<file path="src/rtl/ptr_pkg.sv">
// Package for the paging unit: sizes, register indexes, policy codes,
// control/status structs and the page table entry type. No dependencies.
`default_nettype none
package ptr_pkg;

	localparam int PAGE_COUNT  = 1024;
	localparam int FRAME_COUNT = 64;
	localparam int PAGE_W      = $clog2(PAGE_COUNT);
	localparam int FRAME_W     = $clog2(FRAME_COUNT);
	localparam int ALLOC_W     = FRAME_W + 1;
	localparam int OFFSET_W    = 22;
	localparam int CNT_W       = 32;
	localparam int LFSR_W      = 16;
	localparam int ADDR_W      = 32;

	localparam logic [4:0]        SHIFT_MIN = 5'd10;
	localparam logic [4:0]        SHIFT_MAX = 5'd22;
	localparam logic [LFSR_W-1:0] LFSR_SEED = 16'hACE1;

	// policy codes
	localparam logic [1:0] POL_LRU  = 2'd0;
	localparam logic [1:0] POL_FIFO = 2'd1;

	// register indexes
	localparam logic [1:0] REG_POLICY = 2'd0;
	localparam logic [1:0] REG_SHIFT  = 2'd1;
	localparam logic [1:0] REG_LIMIT  = 2'd2;

	typedef struct packed {
		logic [1:0] policy;
		logic [4:0] shift;
		logic [6:0] limit;
	} cfg_t;

	typedef struct packed {
		logic               valid;
		logic               dirty;
		logic [FRAME_W-1:0] frame;
	} pte_t;

	typedef struct packed {
		logic clr;
		logic accept;
		logic hit_upd;
		logic move_hit;
		logic alloc;
		logic rnd_start;
		logic move_evict;
		logic move;
		logic tail;
		logic div;
		logic vpt;
		logic vchk;
		logic inst;
	} cmd_t;

	typedef struct packed {
		logic clr_done;
		logic oor;
		logic hit;
		logic lru;
		logic rnd;
		logic can_alloc;
		logic move_done;
		logic div_done;
		logic fault;
	} sts_t;

endpackage
`default_nettype wire

</file>
<file path="src/rtl/ptr_ctrl.sv">
// Sequencer of the paging unit: clearing pass, lookup, order list pass,
// random victim and install steps. Depends on ptr_pkg.
`default_nettype none
module ptr_ctrl (
	input  wire           clk,
	input  wire           arst_n,
	input  wire           start,
	input  ptr_pkg::sts_t sts,
	output ptr_pkg::cmd_t cmd,
	output logic          busy,
	output logic          done
);
	import ptr_pkg::*;

	typedef enum logic [3:0] {
		S_CLR, S_IDLE, S_LOOK, S_MOVE, S_TAIL, S_DIV,
		S_VOWN, S_VPT, S_VCHK, S_INST, S_DONE
	} state_t;

	state_t state_q, nxt;
	logic   busy_q, done_q;

	always_comb begin
		cmd = '0;
		nxt = state_q;
		unique case (state_q)
			S_CLR: begin
				cmd.clr = 1'b1;
				if (sts.clr_done) nxt = S_IDLE;
			end
			S_IDLE: begin
				if (start) begin
					cmd.accept = 1'b1;
					nxt = S_LOOK;
				end
			end
			S_LOOK: begin
				priority if (sts.oor) begin
					nxt = S_DONE;
				end else if (sts.hit) begin
					cmd.hit_upd  = 1'b1;
					cmd.move_hit = sts.lru;
					nxt = sts.lru ? S_MOVE : S_DONE;
				end else if (sts.can_alloc) begin
					cmd.alloc = 1'b1;
					nxt = S_INST;
				end else if (sts.rnd) begin
					cmd.rnd_start = 1'b1;
					nxt = S_DIV;
				end else begin
					cmd.move_evict = 1'b1;
					nxt = S_MOVE;
				end
			end
			S_MOVE: begin
				cmd.move = 1'b1;
				if (sts.move_done) nxt = S_TAIL;
			end
			S_TAIL: begin
				cmd.tail = 1'b1;
				nxt = sts.fault ? S_VOWN : S_DONE;
			end
			S_DIV: begin
				cmd.div = 1'b1;
				if (sts.div_done) nxt = S_VOWN;
			end
			S_VOWN: nxt = S_VPT;
			S_VPT: begin
				cmd.vpt = 1'b1;
				nxt = S_VCHK;
			end
			S_VCHK: begin
				cmd.vchk = 1'b1;
				nxt = S_INST;
			end
			S_INST: begin
				cmd.inst = 1'b1;
				nxt = S_DONE;
			end
			S_DONE: nxt = S_IDLE;
			default: nxt = S_IDLE;
		endcase
	end

	always_ff @(posedge clk or negedge arst_n) begin
		if (!arst_n) begin
			state_q <= S_CLR;
			busy_q  <= 1'b1;
			done_q  <= 1'b0;
		end else begin
			state_q <= nxt;
			busy_q  <= (nxt != S_IDLE);
			done_q  <= (nxt == S_DONE);
		end
	end

	assign busy = busy_q;
	assign done = done_q;
endmodule
`default_nettype wire

</file>
<file path="config.mk">
export PLATFORM = sky130hd
export DESIGN_NAME = ptr_ctrl
export DESIGN_NICKNAME = d
export VERILOG_FILES = /design/src/rtl/ptr_pkg.sv /design/src/rtl/ptr_ctrl.sv
export SDC_FILE = /design/constraint.sdc
export NUM_CORES = 1
export LEC_CHECK = 0
export BUFFER_PORTS_ARGS = -buffer_cell sky130_fd_sc_hd__buf_2
export CAP_MARGIN = 30
export CORE_AREA = 3 3 40 42
export CTS_CLUSTER_SIZE = 12
export DETAILED_ROUTE_END_ITERATION = 12
export DIE_AREA = 0 0 43 45
export GPL_ROUTABILITY_DRIVEN = 0
export PLACE_DENSITY = 0.76
export SYNTH_ARGS = -nofsm -noshare
export SYNTH_HDL_FRONTEND = slang
export SYNTH_SLANG_ARGS = --single-unit
</file>
<file path="constraint.sdc">
create_clock -name clk -period 2.9 [get_ports clk]
set_clock_uncertainty 0.2 [all_clocks]
set_input_delay 0.145 -clock clk [delete_from_list [all_inputs] [get_ports clk]]
set_output_delay 0.145 -clock clk [all_outputs]
set_load 0.02 [all_outputs]
</file>
==> results of run 1 <==
critical path, stage by stage (launching register included):
cell and delay [ns]:
dfrtp_1 0.54, nor4b_4 0.47, and3_2 0.24, and2_1 0.12, buf_2 0.15
path summary, 6_finish.rpt:
check                           start    endpoint  slack, ns  depth (start not counted)
max                        state_q[2]      cmd[9]       0.78                          4
min                            arst_n  state_q[1]       0.05                          2
max reg2reg                state_q[2]        busy       1.04                          4
min reg2reg                state_q[2]  state_q[3]       0.67                          3
max in group asynchronous      arst_n        busy       2.23                          2
min in group clk               sts[7]  state_q[1]       0.10                          4
cell families after synthesis:
kind of cell | count (synthesis) | synth area share (%)
multiplexers | 2 | 3.48
AO/OA/AOI/OAI | 8 | 10.4
buffers and inverters | 8 | 8.69
flip-flops | 6 | 26.3
AND/OR/NAND/NOR | 44 | 51.1
through the flow:
step           area [um2]  util [%]  setup slack (ns)
6_report              726      56.5             0.783
5_1_grt               726      56.5             0.655
4_1_cts               726      56.5             0.777
3_5_place_dp          689      53.7              1.05
3_3_place_gp          689      53.7              1.08
2_1_floorplan         576         -              1.18
per-layer routing:
layer | global-route usage, % | up-vias | part of all wire (%)
met5 | 0 | - | 0
met4 | 3.61 | 0 | 0.95
met3 | 2.79 | 2 | 7.2
met2 | 21.0 | 23 | 42
met1 | 20.9 | 255 | 49
li1 | - | 299 | -
cell usage after synthesis (all sizes together) (2+ instances only):
library cell	n
inv	4
or2b	3
nand4	2
mux2i	2
nor4	2
nand2b	4
buf	4
nor4b	2
nor3	7
dfrtp	5
nor2	9
o21ai	2
and3	2
a21oi	2
or3b	2
nand2	3
nor2b	2
a211oi	2
power by group through the flow:
| stage | Clock [mW] | Sequential [mW] | Combinational (mW) |
|---|---|---|---|
| detailed placement | 0 | 0.225 | 0.401 |
| floorplan | 0 | 0.176 | 0.379 |
| CTS | 0.0844 | 0.224 | 0.405 |
| global placement | 0 | 0.223 | 0.396 |
| finish | 0.0833 | 0.225 | 0.403 |
| global route | 0.0912 | 0.238 | 0.443 |
cell type report:
class,instances,area (um2)
Tap cell,15,18.8
Fill cell,121,559
Multi-Input combinational cell,54,374
Sequential cell,6,151
Inverter,4,15.0
Clock buffer,4,26.3
Timing Repair Buffer,27,140
sequential cells by signal, indices dropped and copies added, names as in the netlist:
| signal | flops |
|---|---|
| state_q | 4 |
| busy | 1 |
| done | 1 |
repair_timing:
item                       4_1_cts  5_1_grt
hold endpoints to repair         6        0
setup endpoints to repair        0        0
hold buffers                     1        0
cell usage in the layout (no fill, tap or decap):
cell type,instances
and4b_1,1
a32oi_1,1
dlygate4sd3_1,1
nand4_2,1
a21oi_1,1
nor4_1,1
nor3b_1,1
nor2b_1,2
or3_1,1
clkbuf_1,1
nor4_2,1
nand4_1,1
nand3_1,1
clkbuf_4,3
and3_2,2
o31a_1,1
nor4b_1,1
nand2b_1,2
nor3_1,7
dfrtp_1,5
buf_2,26
dfstp_2,1
inv_1,4
o21ai_0,1
a211oi_1,2
nand2b_2,2
a21oi_2,1
and2_1,1
nor4b_4,1
nor2_1,9
or2b_2,2
and3b_1,1
or3b_1,2
o21ai_2,1
or2b_1,1
mux2i_1,2
nand2_1,3
==> key figures, run 1 <==
Global route
  • Largest net degree at the start of global routing: 16
  • Initial antenna violation count: 0
  • Vias in the first global route: between 500 and 600
  • Gr usage total: approximately 14%
  • Gr ovfl total: 0
  • First-pass GRT wire length: ~2100 um

Clock tree
  • Clock root cell: clkbuf_4
  • Post-CTS Resized: 0
  • Clk slew on worst S/H paths: about 0.050 ns
  • Post-CTS setup buffer count: 0
  • H-tree levels: 1
  • TritonCTS clock tree: built
  • Worst-skew pair later-pin latency: roughly 0.24 ns
  • Clock Sinks: 6
  • Total CTS buffers: 3
  • Maximum clock path buffer count: 2

Power
  • Power Total: 711 uW
  • Cell leakage power: around 0.37 nW
  • Clock power frac: a little under an eighth
  • Maximum vdd drop: around 0.38 mV
  • Comb power frac: 56.6%
  • Net Sw Frac: a little over 50%
  • PD cells: between 900 and 1000 nW/um2
  • Reg power frac: between 30% and 40%
  • Pint: 352 uW
  • Switching power: 359 uW

Yosys
  • Share of the synthesized area in the top cell type: a little over a fifth
  • Syn Area/Cell: approximately 8.5 um2
  • Fraction of registers with async set/reset: 100%
  • Predominant post-synthesis flop cell: dfrtp_1
  • Synthesized area: 576 um2
  • Leading area contributor after synthesis: dfrtp_1
  • Post-synth EDFFs: 0
  • Cells after Synth: just under 70
  • Synth area leaders: dfrtp_1, nor3_1, nor2_1
  • Synth Register Bits: 6
  • Syn nets: 80
  • Post-synthesis sequential area ratio: around a quarter
  • Synth cell types: 36
  • Yosys warning count: 0

Timing
  • Hold Vio Cnt, Final: 0
  • # setup viols final: 0
  • Slew headroom: 68.2%
  • Period utilization: between 70 and 80%
  • RSZ-0062 raised after global routing: false
  • Pins Over Slew Limit: 0
  • Fmax: about 470 MHz
  • Worst hold margin: 0.0497 ns
  • Setup_tns: 0 ns
  • Fin crit period: about 2.1 ns
  • Worst Tran Pin Value: 0.478 ns

Detailed routing
  • DR DRC count: 0
  • Wire length per cell: ~11 um
  • DRT antenna net count: 0
  • DR iter-0 viols: 9
  • First-pass DRT Iterations: 4
  • Vias per cell: roughly 5.3
  • Routed via count: roughly 580
  • Total Routed Length: ~1300 um

Critical path
  • Worst Path Max Fanout: 12
  • Worst Path Class, Setup: reg -> out
  • Crit end category: output port
  • Required time of the critical path: 2.56 ns
  • CP Launch Type: flip-flop
  • Crit path DAT: roughly 1.8 ns

Place
  • HPWL after DPL: 930 um
  • Dpl cells: about 110
  • IO buf count: 26

Layout
  • Fin nets: between 100 and 150
  • Area delta synth->final: 26.1%
  • N_diodes: 0
  • Share of cells above drive strength 1: 43.2%
  • Non-filler cells, final: 110

Die
  • Die height: 45 um
  • Row Count: 13
  • Die area: a little under 2000 um2
  • Die X: 43 um
  • # IOs: 27
  • Initial Util: between 40% and 50%
  • Core area: between 1000 and 1500 um2

Run status
  • Status: finished clean

Min path
  • HP Class: in -> async

Job
  • Max cap viols: 0
(Power assumes the default switching activity.)
==> inputs of run 2 (changes only) <==
--- a/config.mk
+++ b/config.mk
@@ -7,12 +7,12 @@
 export LEC_CHECK = 0
 export BUFFER_PORTS_ARGS = -buffer_cell sky130_fd_sc_hd__buf_2
 export CAP_MARGIN = 30
-export CORE_AREA = 3 3 40 42
+export CORE_MARGIN = 3
+export CORE_UTILIZATION = 44
 export CTS_CLUSTER_SIZE = 12
 export DETAILED_ROUTE_END_ITERATION = 12
-export DIE_AREA = 0 0 43 45
 export GPL_ROUTABILITY_DRIVEN = 0
-export PLACE_DENSITY = 0.76
+export PLACE_DENSITY = 0.77
 export SYNTH_ARGS = -nofsm -noshare
 export SYNTH_HDL_FRONTEND = slang
 export SYNTH_SLANG_ARGS = --single-unit
==> constraint.sdc (replaced) <==
create_clock -name clk -period 2.05 [get_ports clk]
set_clock_uncertainty 0.2 [all_clocks]
set_input_delay 0.1025 -clock clk [delete_from_list [all_inputs] [get_ports clk]]
set_output_delay 0.1025 -clock clk [all_outputs]
set_load 0.02 [all_outputs]
==> key figures, run 2 (synthesis results as in run 1) <==
Run status
  • Status: finished clean (unchanged)

Timing
  • Pins Over Slew Limit: 0 (unchanged)
  • # setup viols final: 0 (unchanged)
  • Slew headroom: 73.0% (was 68.2%)
  • Hold Vio Cnt, Final: 0 (unchanged)
  • Worst Tran Pin Value: 0.399 ns (was 0.478 ns)
  • Fmax: roughly 500 MHz
  • Fin crit period: slightly below 2 ns
  • Period utilization: between 90% and 100%

Place
  • Area after DPL: 703 um2 (was 689 um2)
  • HPWL after DPL: 1080 um (was 930 um)
  • IO buf count: 26 (unchanged)
  • Dpl cells: 106 (was 105)

Power
  • Maximum vdd drop: 0.708 mV (was 0.378 mV)
  • Switching power: 543 uW (was 359 uW)
  • Comb power frac: 63.5% (was 56.6%)
  • Clock power frac: 11.4% (was 11.7%)
  • Cell leakage power: 0.399 nW (was 0.368 nW)
  • Pint: 575 uW (was 352 uW)
  • PD cells: 1430 nW/um2 (was 980 nW/um2)
  • Reg power frac: 25.1% (was 31.7%)
  • Net Sw Frac: 48.6% (was 50.5%)

Die
  • Die area: 1780 um2 (was 1940 um2)
  • Row Count: 12 (was 13)
  • Core area: 1170 um2 (was 1280 um2)
  • Die height: 42.2 um (was 45 um)
  • # IOs: 27 (unchanged)
  • Initial Util: 49.1% (was 44.8%)
  • Die X: 42.2 um (was 43 um)

Clock tree
  • Clock root cell: clkbuf_4 (unchanged)
  • TritonCTS clock tree: built (unchanged)
  • Worst-skew pair later-pin latency: 0.26 ns (was 0.24 ns)
  • Maximum clock path buffer count: 2 (unchanged)
  • Clock Sinks: 6 (unchanged)
  • Total CTS buffers: 3 (unchanged)
  • Clk slew on worst S/H paths: 0.06 ns (was 0.05 ns)
  • H-tree levels: 1 (unchanged)

Critical path
  • Worst Path Class, Setup: reg -> out (unchanged)
  • Required time of the critical path: 1.75 ns (was 2.56 ns)
  • CP max stage delay: 0.48 ns (was 0.54 ns)
  • Crit path DAT: 1.68 ns (was 1.77 ns)
  • CP Launch Type: flip-flop (unchanged)
  • Crit end category: output port (unchanged)
  • Worst path cell trace: nand2b_2 > nor4b_1 > buf_2 (was nor4b_4 > and3_2 > and2_1 > buf_2)
  • Slowest cell on crit path: dfrtp_2 (was dfrtp_1)
  • Worst Path Max Fanout: 14 (was 12)

Detailed routing
  • DR iter-0 viols: 3 (was 9)
  • DR DRC count: 0 (unchanged)
  • DRT antenna net count: 0 (unchanged)
  • Vias per cell: 5.38 (was 5.26)
  • First-pass DRT Iterations: 4 (unchanged)
  • Wire length per cell: 13.3 um (was 11.4 um)
  • Total Routed Length: 1540 um (was 1260 um)
  • Routed via count: 624 (was 579)

Global route
  • Gr usage total: 18.0% (was 14.1%)
  • Gr ovfl total: 0 (unchanged)
  • Vias in the first global route: 565 (was 504)
  • Initial antenna violation count: 0 (unchanged)
  • First-pass GRT wire length: 2410 um (was 2140 um)
  • Largest net degree at the start of global routing: 16 (unchanged)

Layout
  • Non-filler cells, final: 116 (was 110)
  • Area delta synth->final: 36.1% (was 26.1%)
  • Fin nets: 115 (was 108)
  • Commonest non-fill, non-tap cells in the layout: buf_2, nor2_1, nor3_1 (unchanged)
  • Share of cells above drive strength 1: 49.0% (was 43.2%)
  • N_diodes: 0 (unchanged)
  • Final Instance Area: 783 um2 (was 726 um2)
  • Fillers: 113 (was 121)
  • Commonest non-fill, non-tap cell in the layout: buf_2 (unchanged)
  • Largest reg by FF count: state_q (unchanged)
  • Largest register FFs: 4 (unchanged)

Min path
  • HP Class: in -> reg (was in -> async)

Job
  • Max cap viols: 0 (unchanged)
[run 2: through the flow]
step | power (mW) | TNS (ns) | setup slack, ns | hold slack, ns | util, %
global route | 1.21 | -0.0189 | -0.0189 | 0.0354 | 66.9
finish | 1.12 | 0 | 0.0633 | 0.0299 | 66.9
CTS | 1.05 | 0 | 0.00872 | 0.0253 | 64.0
global placement | 0.904 | 0 | 0.336 | -0.273 | 60.0
floorplan | 0.785 | 0 | 0.377 | -0.393 | -
detailed placement | 0.914 | 0 | 0.301 | -0.272 | 60.0
[run 2: final cells by class]
cell class	instances	area (um2)	area share (%)
tap	14	17.5	2.24
sequential	6	155	19.8
multi-input combinational	54	374	47.8
clock buffer	4	26.3	3.35
timing repair buffer	34	195	24.9
inverter	4	15.0	1.92
[run 2: path summary, 6_finish.rpt]
| kind | cells after the start | start | slack, ns | endpoint |
|---|---|---|---|---|
| worst max-delay path | 3 | state_q[1] | 0.06 | cmd[11] |
| worst min-delay path | 4 | sts[7] | 0.03 | state_q[1] |
| worst max register to register | 5 | state_q[2] | 0.31 | done |
| worst min register to register | 3 | state_q[0] | 0.57 | state_q[1] |
| max in group asynchronous | 3 | arst_n | 0.85 | state_q[3] |
| min in group asynchronous | 2 | arst_n | 0.14 | busy |
[run 2: worst max-delay path: cells and delay by family, from the launching register on]
kind	cells	cell delay, ns
flops	1	0.48
buf+inv	1	0.25
simple gates	2	0.69
[run 2: power by group through the flow]
stage,clock [mW],combinational (mW),sequential (mW)
floorplan,0,0.536,0.249
global placement,0,0.615,0.289
detailed placement,0,0.620,0.294
CTS,0.127,0.627,0.292
global route,0.143,0.773,0.295
finish,0.127,0.710,0.281
[run 2: what timing repair did]
action                                  in CTS  in global routing
endpoints found under the setup margin       0                  5
setup buffers                                0                  4
hold buffers                                 2                  0
endpoints found under the hold margin        6                  0
gates resized for setup                      0                  3
[run 2: routing by layer]
layer | vias to the layer above | GRT usage, % | wire length [um]
li1 | 313 | - | -
met1 | 280 | 20.9 | 655
met2 | 27 | 28.9 | 738
met3 | 4 | 7.30 | 105
met4 | 0 | 7.45 | 39
met5 | - | 0 | 0
==> inputs of run 3 (changes only) <==
==> constraint.sdc (replaced) <==
create_clock -name clk -period 2.05 [get_ports clk]
set_clock_uncertainty 0.2 [all_clocks]
set_input_delay 0.205 -clock clk [delete_from_list [all_inputs] [get_ports clk]]
set_output_delay 0.205 -clock clk [all_outputs]
set_load 0.02 [all_outputs]
==> key figures, run 3 (synthesis results as in run 1) <==
Global route
  • Largest net degree at the start of global routing: 15 (was 16)
  • Met1 usage: 21.1% (was 20.9%)
  • M2 GR Usage: 28.3% (was 28.9%)
  • Gr ovfl total: 0 (unchanged)
  • Gr usage total: 16.7% (was 18.0%)
  • Met3 Track Usage GR: 3.43% (was 7.30%)
  • First-pass GRT wire length: 2350 um (was 2410 um)
  • Vias in the first global route: 555 (was 565)
  • Initial antenna violation count: 0 (unchanged)
  • Layer with the highest usage: met2 (unchanged)

Min path
  • HP Class: in -> async (was in -> reg)

Job
  • Max cap viols: 0 (unchanged)

Layout
  • N_diodes: 0 (unchanged)
  • Commonest non-fill, non-tap cells in the layout: buf_2, nor2_1, nor3_1 (unchanged)
  • Share of cells above drive strength 1: 48.0% (was 49.0%)
  • Final Instance Area: 769 um2 (was 783 um2)
  • Fin nets: 113 (was 115)
  • Commonest non-fill, non-tap cell in the layout: buf_2 (unchanged)
  • Largest register FFs: 4 (unchanged)
  • Largest reg by FF count: state_q (unchanged)
  • Area delta synth->final: 33.7% (was 36.1%)

Die
  • Core area: 1170 um2 (unchanged)
  • Die area: 1780 um2 (unchanged)
  • Die height: 42.2 um (unchanged)
  • # IOs: 27 (unchanged)
  • Initial Util: 49.1% (unchanged)
  • Die X: 42.2 um (unchanged)
  • Row Count: 12 (unchanged)

Timing
  • Fmax: 507 MHz (was 503 MHz)
  • Period utilization: 96.2% (was 96.9%)
  • Slew headroom: 73.9% (was 73.0%)
  • Setup_tns: 0 ns (unchanged)
  • # setup viols final: 0 (unchanged)
  • Worst Tran Pin Value: 0.389 ns (was 0.399 ns)
  • Pins Over Slew Limit: 0 (unchanged)
  • Hold Vio Cnt, Final: 0 (unchanged)
  • Final worst slack: 0.0770 ns (was 0.0633 ns)
  • RSZ-0062 raised after global routing: true
  • Fin crit period: 1.97 ns (was 1.99 ns)

Place
  • IO buf count: 26 (unchanged)
  • HPWL after DPL: 1100 um (was 1080 um)
  • Area after DPL: 718 um2 (was 703 um2)
  • Post-Place Setup Slack: 0.251 ns (was 0.301 ns)

Critical path
  • R2R depth: 5 (unchanged)
  • Startpoint of the worst setup timing path: state_q[2] (was state_q[1])
  • Crit end category: output port (unchanged)
  • Worst flop-to-flop path startpoint: state_q[1] (was state_q[2])
  • CP Launch Type: flip-flop (unchanged)
  • Worst Path Class, Setup: reg -> out (unchanged)
  • Required time of the critical path: 1.64 ns (was 1.75 ns)
  • Worst Path Max Fanout: 7 (was 14)
  • R2R Setup Slk: 0.32 ns (was 0.31 ns)
  • Crit path DAT: 1.57 ns (was 1.68 ns)

Detailed routing
  • Total Routed Length: 1490 um (was 1540 um)
  • Vias per cell: 5.23 (was 5.38)
  • DRT antenna net count: 0 (unchanged)
  • First-pass DRT Iterations: 4 (unchanged)
  • Wire length per cell: 13.1 um (was 13.3 um)
  • Routed via count: 596 (was 624)
  • DR DRC count: 0 (unchanged)
  • DR iter-0 viols: 9 (was 3)

Power
  • Maximum vdd drop: 0.611 mV (was 0.708 mV)
  • PD cells: 1440 nW/um2 (was 1430 nW/um2)
  • Cell leakage power: 0.394 nW (was 0.399 nW)

Clock tree
  • Clk slew on worst S/H paths: 0.05 ns (was 0.06 ns)
  • Total CTS buffers: 3 (unchanged)
  • Worst-skew pair later-pin latency: 0.24 ns (was 0.26 ns)
  • TritonCTS clock tree: built (unchanged)
  • Clock root cell: clkbuf_4 (unchanged)
  • Maximum clock path buffer count: 2 (unchanged)
  • H-tree levels: 1 (unchanged)
  • Clock Sinks: 6 (unchanged)

Run status
  • Status: finished clean (unchanged)
==> run 3: metal layers <==
metal  wire length, um  vias up
li1                  -      310
met1               641      264
met2               748       22
met3               102        0
met4                 0        0
met5                 0        -
==> run 3: layout make-up <==
type                            count  area, um2
Timing Repair Buffer               32        178
Fill cell                         103        402
Tap cell                           14       17.5
Clock buffer                        4       26.3
Inverter                            4       15.0
Sequential cell                     6        153
Multi-Input combinational cell     54        380
==> run 3: timing repair <==
item | in CTS | in global routing
setup buffers | 0 | 1
hold buffers | 1 | 0
hold endpoints to repair | 6 | 0
gates resized for setup | 0 | 2
pin swaps | 1 | 1
cloned | 0 | 0
endpoints found under the setup margin | 1 | 2
==> run 3: path summary, 6_finish.rpt <==
| path | endpoint |
|---|---|
| max | cmd[7] |
| min | state_q[0] |
| max reg2reg | done |
| min reg2reg | state_q[0] |
| max in group asynchronous | busy |
| min in group clk | state_q[1] |
==> run 3: worst max-delay path, stage by stage, from the launching register on <==
cell and delay [ns]:
dfrtp_2 0.46, nor4b_4 0.31, buf_4 0.18, and4b_1 0.21, buf_2 0.17
==> run 3: power by group <==
group	switching [mW]	leakage (nW)	internal, mW
logic	0.436	0.305	0.307
registers	0.0658	0.0738	0.180
clock network	0.0437	0.0150	0.0738
==> run 3: per-stage QoR <==
step / utilization (%) / hold WS, ns / power (mW) / std cells
2_1_floorplan: - / -0.291 / 0.785 / 68
3_3_place_gp: 61.3 / -0.170 / 0.937 / 108
3_5_place_dp: 61.3 / -0.163 / 0.954 / 108
4_1_cts: 64.4 / 0.109 / 1.08 / 113
5_1_grt: 65.7 / 0.136 / 1.19 / 114
6_report: 65.7 / 0.114 / 1.11 / 114
